[config.mk]
export PLATFORM = sky130hd
export DESIGN_NAME = lru_pc_loop_detector_unit
export DESIGN_NICKNAME = d
export VERILOG_FILES = /design/src/rtl/core/lpld_pkg.sv /design/src/rtl/core/lru_pc_loop_detector_unit.sv /design/src/rtl/core/lpld_csr.sv /design/src/rtl/core/lpld_ctrl.sv /design/src/rtl/core/lpld_datapath.sv
export SDC_FILE = /design/constraint.sdc
export NUM_CORES = 1
export LEC_CHECK = 0
export BUFFER_PORTS_ARGS = -buffer_cell sky130_fd_sc_hd__buf_2
export CAP_MARGIN = 20
export CORE_ASPECT_RATIO = 0.75
export CORE_MARGIN = 10
export CORE_UTILIZATION = 45
export DETAILED_ROUTE_END_ITERATION = 8
export PLACE_DENSITY = 0.64
export SLEW_MARGIN = 15
export SYNTH_ARGS = -nofsm -noshare
export SYNTH_HDL_FRONTEND = slang
export SYNTH_SLANG_ARGS = --single-unit
[constraint.sdc]
create_clock -name clock -period 14.1 [get_ports clock]
set_clock_uncertainty 0.2 [all_clocks]
set_input_delay 3.525 -clock clock [delete_from_list [all_inputs] [get_ports clock]]
set_output_delay 3.525 -clock clock [all_outputs]
set_load 0.01 [all_outputs]
[src/rtl/core/lpld_pkg.sv]
// ----------------------------------------------------------------------------
// lpld_pkg: shared definitions for the loop detector
// Table depth default, field widths, register map and the command and status
// words passed between the controller and the datapath.
// ----------------------------------------------------------------------------
package lpld_pkg;

   // Default number of table slots.
   localparam int DEFAULT_TABLE_DEPTH = 16;

   // Payload widths.
   localparam int PC_W       = 32;
   localparam int COUNT_W    = 16;
   localparam int RSP_DATA_W = 24;

   // Hit count saturates at this value.
   localparam logic [COUNT_W-1:0] COUNT_MAX = 16'hFFFF;

   // Register file: one 32-bit register, byte address 4*index.
   localparam int                 CSR_ADDR_W             = 3;
   localparam int                 CSR_DATA_W             = 32;
   localparam logic               CSR_IDX_REPEAT_LIMIT   = 1'b0;
   localparam logic [COUNT_W-1:0] REPEAT_LIMIT_RESET     = 16'd1023;

   // Commands from the controller to the datapath.
   typedef struct packed {
      logic load;     // capture the incoming word
      logic lookup;   // search the table and register the match
      logic commit;   // update the table and load the output register
   } lpld_cmd_type;

   // Status from the datapath to the controller.
   typedef struct packed {
      logic out_free; // output register can take a new result this cycle
   } lpld_status_type;

endpackage

[src/rtl/core/lru_pc_loop_detector_unit.sv]
// ----------------------------------------------------------------------------
// lru_pc_loop_detector_unit: recency table loop detector
// Tracks recently executed program counters with hit counts and flags a
// counter whose count rises above a programmable repeat limit.
// ----------------------------------------------------------------------------
// Usage:
//   The req_ stream carries one program counter per word. The rsp_ stream
//   returns one word per request: loop flag, hit flag and the updated count.
//   The repeat limit is set through the csr_ port (reset value 1023); the user
//   must write it only while no request is in flight; the block does not check.
// Sequencing:
//   A request is captured when accepted; the parallel compare over all slots
//   is registered in the lookup state, and the move-to-front shift and the
//   output register are written in the update state. A new request is taken
//   in the update cycle of the previous one if the output register is free.
// Reset:
//   Synchronous. The table is emptied (fill count cleared) and the output
//   register is marked empty; no clearing pass is needed.
// Stall:
//   A result waits in the output register while rsp_tready is low; the next
//   request may be accepted and looked up meanwhile, but its update holds
//   until the waiting word is taken.
// ----------------------------------------------------------------------------
module lru_pc_loop_detector_unit
   import lpld_pkg::*;
#(
   parameter int TABLE_DEPTH = DEFAULT_TABLE_DEPTH
) (
   input  logic                  clock,
   input  logic                  reset,
   // Request stream.
   input  logic                  req_tvalid,
   output logic                  req_tready,
   input  logic [PC_W-1:0]       req_tdata,   // [31:0] pc_value
   // Result stream.
   output logic                  rsp_tvalid,
   input  logic                  rsp_tready,
   output logic [RSP_DATA_W-1:0] rsp_tdata,   // [0] loop_seen, [1] was_hit,
                                              // [17:2] hit_count, [23:18] zero
   // Configuration port.
   input  logic                  csr_psel,
   input  logic                  csr_penable,
   input  logic                  csr_pwrite,
   input  logic [CSR_ADDR_W-1:0] csr_paddr,
   input  logic [CSR_DATA_W-1:0] csr_pwdata,
   output logic [CSR_DATA_W-1:0] csr_prdata,
   output logic                  csr_pready
);

   lpld_cmd_type       cmd;
   lpld_status_type    status;
   logic [COUNT_W-1:0] repeat_limit;

   // Configuration register.
   lpld_csr u_csr (
      .clock        (clock),
      .reset        (reset),
      .csr_psel     (csr_psel),
      .csr_penable  (csr_penable),
      .csr_pwrite   (csr_pwrite),
      .csr_paddr    (csr_paddr),
      .csr_pwdata   (csr_pwdata),
      .csr_prdata   (csr_prdata),
      .csr_pready   (csr_pready),
      .repeat_limit (repeat_limit)
   );

   // Sequencing controller.
   lpld_ctrl u_ctrl (
      .clock      (clock),
      .reset      (reset),
      .req_tvalid (req_tvalid),
      .req_tready (req_tready),
      .status     (status),
      .cmd        (cmd)
   );

   // Table and output datapath.
   lpld_datapath #(
      .TABLE_DEPTH (TABLE_DEPTH)
   ) u_datapath (
      .clock        (clock),
      .reset        (reset),
      .cmd          (cmd),
      .status       (status),
      .req_pc       (req_tdata),
      .repeat_limit (repeat_limit),
      .rsp_tvalid   (rsp_tvalid),
      .rsp_tready   (rsp_tready),
      .rsp_tdata    (rsp_tdata)
   );

endmodule

[src/rtl/core/lpld_csr.sv]
// ----------------------------------------------------------------------------
// lpld_csr: configuration register port
// Holds the repeat limit behind a simple APB-style slave with zero wait
// states. Writes outside the register map are ignored and read as zero.
// ----------------------------------------------------------------------------
module lpld_csr
   import lpld_pkg::*;
(
   input  logic                  clock,
   input  logic                  reset,
   input  logic                  csr_psel,
   input  logic                  csr_penable,
   input  logic                  csr_pwrite,
   input  logic [CSR_ADDR_W-1:0] csr_paddr,
   input  logic [CSR_DATA_W-1:0] csr_pwdata,
   output logic [CSR_DATA_W-1:0] csr_prdata,
   output logic                  csr_pready,
   output logic [COUNT_W-1:0]    repeat_limit
);

   logic [COUNT_W-1:0] limit_ff;
   logic [COUNT_W-1:0] limit_in;
   logic               sel_limit;
   logic               wr_en;

   // Register decode on the word index.
   assign sel_limit  = (csr_paddr[CSR_ADDR_W-1:2] == CSR_IDX_REPEAT_LIMIT);
   assign csr_pready = 1'b1;
   assign wr_en      = csr_psel && csr_penable && csr_pwrite && csr_pready;

   // Write path.
   assign limit_in = (wr_en && sel_limit) ? csr_pwdata[COUNT_W-1:0] : limit_ff;

   always_ff @(posedge clock) begin
      if (reset) begin
         limit_ff <= REPEAT_LIMIT_RESET;
      end else begin
         limit_ff <= limit_in;
      end
   end

   // Read path.
   assign csr_prdata   = sel_limit ? {{(CSR_DATA_W-COUNT_W){1'b0}}, limit_ff} : '0;
   assign repeat_limit = limit_ff;

endmodule

[src/rtl/core/lpld_ctrl.sv]
// ----------------------------------------------------------------------------
// lpld_ctrl: sequencing controller
// Walks each word through a lookup cycle and an update cycle and holds the
// update while the output register is still occupied.
// ----------------------------------------------------------------------------
module lpld_ctrl
   import lpld_pkg::*;
(
   input  logic            clock,
   input  logic            reset,
   input  logic            req_tvalid,
   output logic            req_tready,
   input  lpld_status_type status,
   output lpld_cmd_type    cmd
);

   typedef enum logic [2:0] {
      ST_IDLE   = 3'b001,
      ST_LOOKUP = 3'b010,
      ST_UPDATE = 3'b100
   } state_type;

   state_type state_ff;
   state_type state_in;
   logic      accept;

   // A new word is taken when idle or in the cycle the table update retires.
   assign req_tready = (state_ff == ST_IDLE) ||
                       ((state_ff == ST_UPDATE) && status.out_free);
   assign accept     = req_tvalid && req_tready;

   // Commands to the datapath.
   assign cmd.load   = accept;
   assign cmd.lookup = (state_ff == ST_LOOKUP);
   assign cmd.commit = (state_ff == ST_UPDATE) && status.out_free;

   // Next state.
   always_comb begin
      case (state_ff)
         ST_IDLE: begin
            state_in = accept ? ST_LOOKUP : ST_IDLE;
         end
         ST_LOOKUP: begin
            state_in = ST_UPDATE;
         end
         ST_UPDATE: begin
            if (status.out_free) begin
               state_in = accept ? ST_LOOKUP : ST_IDLE;
            end else begin
               state_in = ST_UPDATE;
            end
         end
         default: begin
            state_in = ST_IDLE;
         end
      endcase
   end

   always_ff @(posedge clock) begin
      if (reset) begin
         state_ff <= ST_IDLE;
      end else begin
         state_ff <= state_in;
      end
   end

`ifndef NO_ASSERTIONS
   // An update never overwrites a result that has not been taken.
   a_commit_free: assert property (@(posedge clock) disable iff (reset)
      cmd.commit |-> status.out_free)
      else $error("update issued while output register is occupied");

   // Every lookup is followed by an update state.
   a_lookup_then_update: assert property (@(posedge clock) disable iff (reset)
      cmd.lookup |=> (state_ff == ST_UPDATE))
      else $error("lookup not followed by update");

   // A word is never taken while another word is in its lookup state.
   a_load_not_lookup: assert property (@(posedge clock) disable iff (reset)
      cmd.load |-> !cmd.lookup)
      else $error("word accepted during lookup");
`endif

endmodule

[src/rtl/core/lpld_datapath.sv]
// ----------------------------------------------------------------------------
// lpld_datapath: recency table, match logic and output register
// The table is a row of slots kept in recency order. A lookup compares all
// valid slots at once; an update shifts the slots in front of the hit (or
// the whole used part on a miss) back by one and writes slot zero.
// ----------------------------------------------------------------------------
module lpld_datapath
   import lpld_pkg::*;
#(
   parameter int TABLE_DEPTH = DEFAULT_TABLE_DEPTH
) (
   input  logic                  clock,
   input  logic                  reset,
   input  lpld_cmd_type          cmd,
   output lpld_status_type       status,
   input  logic [PC_W-1:0]       req_pc,
   input  logic [COUNT_W-1:0]    repeat_limit,
   output logic                  rsp_tvalid,
   input  logic                  rsp_tready,
   output logic [RSP_DATA_W-1:0] rsp_tdata
);

   localparam int IDX_W = (TABLE_DEPTH > 1) ? $clog2(TABLE_DEPTH) : 1;
   localparam int CNT_W = $clog2(TABLE_DEPTH + 1);

   // Slot storage, slot zero is the most recently used.
   logic [PC_W-1:0]    entry_pc_ff    [TABLE_DEPTH];
   logic [PC_W-1:0]    entry_pc_in    [TABLE_DEPTH];
   logic [COUNT_W-1:0] entry_count_ff [TABLE_DEPTH];
   logic [COUNT_W-1:0] entry_count_in [TABLE_DEPTH];
   logic [CNT_W-1:0]   used_ff;
   logic [CNT_W-1:0]   used_in;

   // Captured word and lookup result.
   logic [PC_W-1:0]    pc_ff;
   logic [PC_W-1:0]    pc_in;
   logic               hit_ff;
   logic               hit_in;
   logic [IDX_W-1:0]   idx_ff;
   logic [IDX_W-1:0]   idx_in;
   logic [COUNT_W-1:0] count_ff;
   logic [COUNT_W-1:0] count_in;

   // Output register.
   logic                  rsp_valid_ff;
   logic                  rsp_valid_in;
   logic [RSP_DATA_W-1:0] rsp_data_ff;
   logic [RSP_DATA_W-1:0] rsp_data_in;

   logic               match_any;
   logic [IDX_W-1:0]   match_idx;
   logic [COUNT_W-1:0] match_count;
   logic [IDX_W-1:0]   shift_last;
   logic               loop_flag;

   // Capture the accepted word.
   assign pc_in = cmd.load ? req_pc : pc_ff;

   // Parallel compare over the valid slots. Stored counters are distinct, so
   // at most one slot matches and its index and count can be OR-collected.
   always_comb begin
      match_any   = 1'b0;
      match_idx   = '0;
      match_count = '0;
      for (int i = 0; i < TABLE_DEPTH; i++) begin
         if ((CNT_W'(i) < used_ff) && (entry_pc_ff[i] == pc_ff)) begin
            match_any   = 1'b1;
            match_idx   = match_idx | IDX_W'(i);
            match_count = match_count | entry_count_ff[i];
         end
      end
   end

   // Register the match and the new count, saturating at the maximum.
   always_comb begin
      hit_in   = hit_ff;
      idx_in   = idx_ff;
      count_in = count_ff;
      if (cmd.lookup) begin
         hit_in = match_any;
         idx_in = match_idx;
         if (!match_any) begin
            count_in = COUNT_W'(1);
         end else if (match_count == COUNT_MAX) begin
            count_in = match_count;
         end else begin
            count_in = match_count + COUNT_W'(1);
         end
      end
   end

   // Last slot that takes its predecessor: the hit slot, or on a miss the
   // first free slot (the last slot when the table is full).
   always_comb begin
      if (hit_ff) begin
         shift_last = idx_ff;
      end else if (used_ff < CNT_W'(TABLE_DEPTH)) begin
         shift_last = IDX_W'(used_ff);
      end else begin
         shift_last = IDX_W'(TABLE_DEPTH - 1);
      end
   end

   // Move-to-front update of the table.
   always_comb begin
      for (int k = 0; k < TABLE_DEPTH; k++) begin
         entry_pc_in[k]    = entry_pc_ff[k];
         entry_count_in[k] = entry_count_ff[k];
      end
      if (cmd.commit) begin
         entry_pc_in[0]    = pc_ff;
         entry_count_in[0] = count_ff;
         for (int k = 1; k < TABLE_DEPTH; k++) begin
            if (IDX_W'(k) <= shift_last) begin
               entry_pc_in[k]    = entry_pc_ff[k-1];
               entry_count_in[k] = entry_count_ff[k-1];
            end
         end
      end
   end

   // Fill count grows on a miss until the table is full.
   assign used_in = (cmd.commit && !hit_ff && (used_ff < CNT_W'(TABLE_DEPTH))) ?
                    used_ff + CNT_W'(1) : used_ff;

   // Result word: loop flag, hit flag, count.
   assign loop_flag   = (count_ff > repeat_limit);
   assign rsp_data_in = cmd.commit ?
                        {{(RSP_DATA_W-COUNT_W-2){1'b0}}, count_ff, hit_ff, loop_flag} :
                        rsp_data_ff;
   assign rsp_valid_in = cmd.commit ? 1'b1 : (rsp_tready ? 1'b0 : rsp_valid_ff);

   assign status.out_free = !rsp_valid_ff || rsp_tready;
   assign rsp_tvalid      = rsp_valid_ff;
   assign rsp_tdata       = rsp_data_ff;

   // Control registers.
   always_ff @(posedge clock) begin
      if (reset) begin
         used_ff      <= '0;
         rsp_valid_ff <= 1'b0;
      end else begin
         used_ff      <= used_in;
         rsp_valid_ff <= rsp_valid_in;
      end
   end

   // Payload registers.
   always_ff @(posedge clock) begin
      pc_ff       <= pc_in;
      hit_ff      <= hit_in;
      idx_ff      <= idx_in;
      count_ff    <= count_in;
      rsp_data_ff <= rsp_data_in;
      for (int k = 0; k < TABLE_DEPTH; k++) begin
         entry_pc_ff[k]    <= entry_pc_in[k];
         entry_count_ff[k] <= entry_count_in[k];
      end
   end

`ifndef NO_ASSERTIONS
   // The fill count never passes the table depth.
   a_used_bound: assert property (@(posedge clock) disable iff (reset)
      used_ff <= CNT_W'(TABLE_DEPTH))
      else $error("fill count above table depth");

   // A hit always lies within the used part of the table.
   a_hit_in_range: assert property (@(posedge clock) disable iff (reset)
      (cmd.commit && hit_ff) |-> (CNT_W'(idx_ff) < used_ff))
      else $error("hit index outside used slots");

   // The fill count never shrinks outside reset.
   a_used_monotonic: assert property (@(posedge clock) disable iff (reset)
      !$past(reset) |-> (used_ff >= $past(used_ff)))
      else $error("fill count decreased");

   // A committed update always presents a result in the next cycle.
   a_commit_result: assert property (@(posedge clock) disable iff (reset)
      cmd.commit |=> rsp_tvalid)
      else $error("update produced no result");
`endif

endmodule
[After elaboration in Yosys (flattened, before gate mapping)]
Memories as Yosys holds them, arrays and structs flattened.
Index checks and enable logic that the tools add are counted.
Word-level totals
  flip-flop bits (word level): 96
  latch bits: 0
  memory bits (writable): 768
  bits in read-only memories: 0
  input port bits: 74
  memories kept: 2
Cells by class
  add/sub/neg operators: 2
  multipliers: 0
  divide/modulo/power cells: 0
  order comparisons: 33
  equal/unequal tests: 20
  shifts and indexed selects: 0
  muxes and demuxes: 84
  bitwise operators: 16
  reductions and logical operators: 31
Memories
  u_datapath.entry_pc_ff: depth 16, width 32, rd ports 16, clocked after Yosys merged registers in 0, wr ports 16, RTL line lpld_datapath.sv:27  | logic [PC_W-1:0] entry_pc_ff [TABLE_DEPTH];
  u_datapath.entry_count_ff: depth 16, width 16, rd ports 16, clocked after Yosys merged registers in 0, wr ports 16, RTL line lpld_datapath.sv:29  | logic [COUNT_W-1:0] entry_count_ff [TABLE_DEPTH];
Operators by type and width (count)
  2-to-1 mux 16 bit: 33
  == test 32 bit: 16
  2-to-1 mux 512 bit: 1
  2-to-1 mux 32 bit: 15
  2-to-1 mux 256 bit: 1
  bitwise OR 16 bit: 15
  < comparator 4 x 5 -> 1 bit, first input constant: 8
  less-or-equal comparator 4 bit, first input constant: 8
  logical AND 1 bit: 23
  2-to-1 mux 1 bit: 21
  < comparator 3 x 5 -> 1 bit, first input constant: 4
  adder 16 x 1 -> 16 bit, second input constant: 1
  == test 16 bit, second input constant: 1
  > comparator 16 bit: 1
  less-or-equal comparator 3 x 4 -> 1 bit, first input constant: 4
  2-to-1 mux 3 bit: 5
  < comparator 1 x 5 -> 1 bit, first input constant: 2
  < comparator 2 x 5 -> 1 bit, first input constant: 2
  2-to-1 mux 2 bit: 5
  case mux 3 bit (3 select lines): 1
  less-or-equal comparator 2 x 4 -> 1 bit, first input constant: 2
  2-to-1 mux 4 bit: 2
  OR reduction 8 bit: 1
  adder 5 x 1 -> 5 bit, second input constant: 1
  other kinds (11): 13

[Logic depth before layout (Yosys ltp)]
An unclocked memory read counts as a cell.
  depth after elaboration: 36
  gate-level depth with buffers: 17

[Modules after synthesis]
Synthesis repeated with hierarchy kept, for this count alone.
Second synthesis, totals
  cell total of the unflattened synthesis: 2551
  area, all modules: 36711.5 um^2
By module, submodules not included
  lpld_datapath: instances 1, cells each 2424, area each 35589.1 um^2
  lpld_csr: instances 1, cells each 106, area each 937.1 um^2
  lpld_ctrl: instances 1, cells each 21, area each 185.2 um^2

[Worst setup path before layout]
Ideal clock, no wire load.
  kind: input to register
  start: input port rsp_tready
  end: memory u_datapath.entry_count_ff[7][0] (netlist: u_datapath.entry_count_ff[0][112]) (enable)
  setup time: 520 ps
  data arrival time: 8854 ps
  data required time: 13380 ps
  slack: 4526 ps
  cell stages on the path: 7
  path buffers: 1
  cells stage by stage: nor2b_1 -> or3_1 -> clkbuf_1 -> inv_1 -> and2_1 -> nand2b_1 -> o21ai_0
RTL lines
  from (decl): RTL line lru_pc_loop_detector_unit.sv:37  | input logic rsp_tready,
  to (decl): RTL line lpld_datapath.sv:29

[Final worst setup path]
  start: input port rsp_tready
  end: output port req_tready
On the way
  cells in the longest elaborated chain, start to end: 3
Ends and longest elaborated chain
  logical OR 1 bit: RTL line lpld_datapath.sv:133  | assign status.out_free = !rsp_valid_ff || rsp_tready;
  logical AND 1 bit: RTL line lpld_ctrl.sv:29  | ((state_ff == ST_UPDATE) && status.out_free);
  logical OR 1 bit: RTL line lpld_ctrl.sv:28  | assign req_tready = (state_ff == ST_IDLE) ||
  to (decl): RTL line lru_pc_loop_detector_unit.sv:33  | output logic req_tready,
No other way between the ends.

==> metrics.md <==
| Metric | Value |
|---|---|
| Setup_tns | `0 ps` |
| Number of flops mapped to enable cells by yosys | `823` |
| Slowest-stage cell, CP | `or3_1` |
| Post-CTS setup buffer count | `0` |
| Mapped Cells | `2145` |
| Final hold vios | `0` |
| Post-synth ARST share | `0` |
| Most frequent cells in the layout | `edfxtp_1 (823), xnor2_1 (270), xor2_1 (253), buf_2 (91), nand4_1 (88)` |
| Final worst-path cycle share | `0.5999` |
| CP top delay family | `simple AND/OR/NAND/NOR gates` |
| Critical path, cell by cell | `buf_2 -> nor2b_1 -> or3_1 -> nand2_1 -> buf_2` |
| Slew @ Worst Pin | `1104 ps` |
| Core Area | `77180 sq um` |
| CTS buffer count | `81` |
| Max incr delay on CP | `500 ps` |
| Die X | `343.0 microns` |
| Crit path max fanout | `7` |
| R2R depth | `10` |
| Clock transition at path regs | `60 ps` |
| Crit path required time | `10380 ps` |
| Hold Startpoint | `u_datapath.entry_count_ff[0][19]` |
| Yosys reg bits | `848` |
| Bufs on Longest Clock Path | `3` |
| Top_reg_cell synth | `edfxtp_1` |
| Hold Path Depth | `0` |
| Seq/Total Area, Yosys | `0.7162` |
| Worst vdd ir | `0.1188 mV` |
| DP Wirelength | `61.45 mm` |
| Port bufs | `91` |
| Tot GR Track Use | `0.1869` |
| CP bufs+invs | `2` |
| Worst Hold Path EP | `u_datapath.entry_count_ff[0][35]` |
| R2r setup slk | `8130 ps` |
| Vias per Instance | `5.573` |
| Met3 Resource Use GR | `0.06220` |
| Resized Gates After CTS | `0` |
| Boundary Pins | `133` |
| DR DRC count | `0` |
| Largest net degree at the start of global routing | `53` |
| Status | `complete, no violations` |
| Share of cells above drive strength 1 | `0.1366` |
| Vias in the first global route | `18740` |
| Root buffer cell | `clkbuf_16` |
| Fin. max-slew vios | `0` |
| Fill cells | `6275` |
| Cell mode on critical path | `buf_2` |
| Leak | `12.68 nW` |
| H-Tree Depth | `3` |
| Max Fclk | `0.1182 GHz` |
| Initial Util | `0.4561` |
| NumNets Final | `2345` |
| HP Class | `flop to flop` |
| Initial antenna violation count | `0` |
| Clock sinks | `848` |
| Avg Cell Area, Syn | `16.41 sq um` |
| # placed instances | `3205` |
| Area occupied by multi-input gates | `8909 sq um` |
| Worst slew margin | `0.2572` |
| CTS tree | `yes` |
| Endpoint class of the critical path | `primary output` |
| Area Growth Syn to Fin | `10.94%` |
| Worst hold slack | `249.8 ps` |
| Placer Congestion | `0.8658` |
| Non-Filler Instances | `3356` |
| Cell area power density | `131.0 nW/um^2` |
| Post-layout min period | `8459 ps` |
| R2R Path End | `u_datapath.count_ff[6]` |
| Global route hottest layer | `met2` |
| Synth warnings | `0` |
| Worst R2R Start | `u_datapath.used_ff[2]` |
| # hold bufs at CTS | `0` |
| Slack of the critical path | `5641 ps` |
| Routing usage on met1 | `0.2663` |
| Crit path depth | `5` |
| Unrepaired setup endpoints after global routing | `no` |
| Post-place setup slack | `5669 ps` |
| First DRT Iteration DRCs | `2207` |
| Max-cap violations | `0` |
| Crit Path Class | `input port to primary output` |
| Final setup fails | `0` |
| Post-route ant nets | `0` |
| Post-Route WL | `85.52 mm` |
| WP data arrival | `4730 ps` |
| Crit path launch type | `input port` |
| Synth cell types | `76` |
| Ant diodes | `0` |
| Drt first pass iters | `6` |
| WL/cell | `25.48 microns` |
| First-pass GRT wire length | `125.3 mm` |
| Grt met2 use | `0.2691` |
| Sequential cell area | `25210 sq um` |
| Core Util, Final | `0.5060` |
| # rows | `88` |
| Area of the mapped netlist | `35210 sq um` |
| Clock latency on the worst-skew pair | `640 ps` |
| Global route total overflow | `0` |
| Die area | `89940 sq um` |
| Via count | `18700` |
| Leading cell type in the layout, fill and taps excluded | `edfxtp_1` |
| Die H | `262.2 microns` |
[kinds of logic after synthesis]
group                    after synthesis  share of synthesized area
AO/OA/AOI/OAI                        192                    0.04318
XOR/XNOR                             523                     0.1301
multiplexers                           5                   0.001457
AND/OR/NAND/NOR                      381                    0.06635
flip-flops                           848                     0.7162
buffers and inverters                176                    0.03607
other                                  2                  0.0002133
adder cells (fa/ha/maj)               18                   0.006397
[Yosys cell counts, drive strengths merged (24+ instances only)]
| cell | n | share of area |
|---|---|---|
| a22oi | 41 | 0.0089 |
| nand2 | 54 | 0.0058 |
| xor2 | 253 | 0.063 |
| nor4 | 81 | 0.017 |
| inv | 29 | 0.0031 |
| dfxtp | 25 | 0.014 |
| nor2 | 52 | 0.0055 |
| buf | 124 | 0.030 |
| a22o | 34 | 0.0085 |
| nand4 | 94 | 0.018 |
| xnor2 | 270 | 0.067 |
| edfxtp | 823 | 0.70 |
| a221oi | 26 | 0.0066 |
| nor3 | 24 | 0.0040 |
[report_power, final]
part / leakage [nW] / total, W / switching [W] / internal, W
logic: 3.80 / 0.000220 / 0.000140 / 0.0000792
clock network: 1.28 / 0.00215 / 0.000927 / 0.00122
registers: 7.60 / 0.00274 / 0.00000483 / 0.00274
[metrics by stage]
stage	cell area (sq um)	total power, W
2_1_floorplan	35280	0.002965
3_3_place_gp	36430	0.003014
3_5_place_dp	36430	0.003018
4_1_cts	39050	0.005153
5_1_grt	39060	0.005273
6_report	39060	0.005114
[worst max-delay path by stage]
stage / startpoint / slack (ps) / end
5_1_grt: rsp_tready / 5620 / req_tready
3_3_place_gp: rsp_tready / 5710 / req_tready
4_1_cts: rsp_tready / 5660 / req_tready
6_report: rsp_tready / 5640 / req_tready
3_5_place_dp: rsp_tready / 5670 / req_tready
2_1_floorplan: rsp_tready / 4530 / u_datapath.entry_count_ff[0][112]
[final cells by class]
class	count	area share
clock buffer	103	0.05558
clock inverter	48	0.01153
inverter	29	0.002819
multi-input combinational	1142	0.2281
sequential	848	0.6456
tap	1035	0.03316
timing repair buffer	151	0.02319
[per-layer routing]
metal,wire length [microns],part of all wire,up-vias
met4,2229,0.026,0
met3,9277,0.11,141
met1,37120,0.43,9380
li1,-,-,8283
met5,0,0,-
met2,36900,0.43,899
[registers in the layout, summed over array words and instances (netlist names)]
register                   flops
u_datapath.entry_pc_ff       512
u_datapath.entry_count_ff    241
u_datapath.pc_ff              32
u_datapath.rsp_tdata          17
u_csr.repeat_limit            16
u_datapath.count_ff           16
u_datapath.used_ff             5
u_datapath.idx_ff              4
u_ctrl.state_ff                3
u_datapath.hit_ff              1
u_datapath.rsp_tvalid          1
Power figures use the tool's default switching activity.
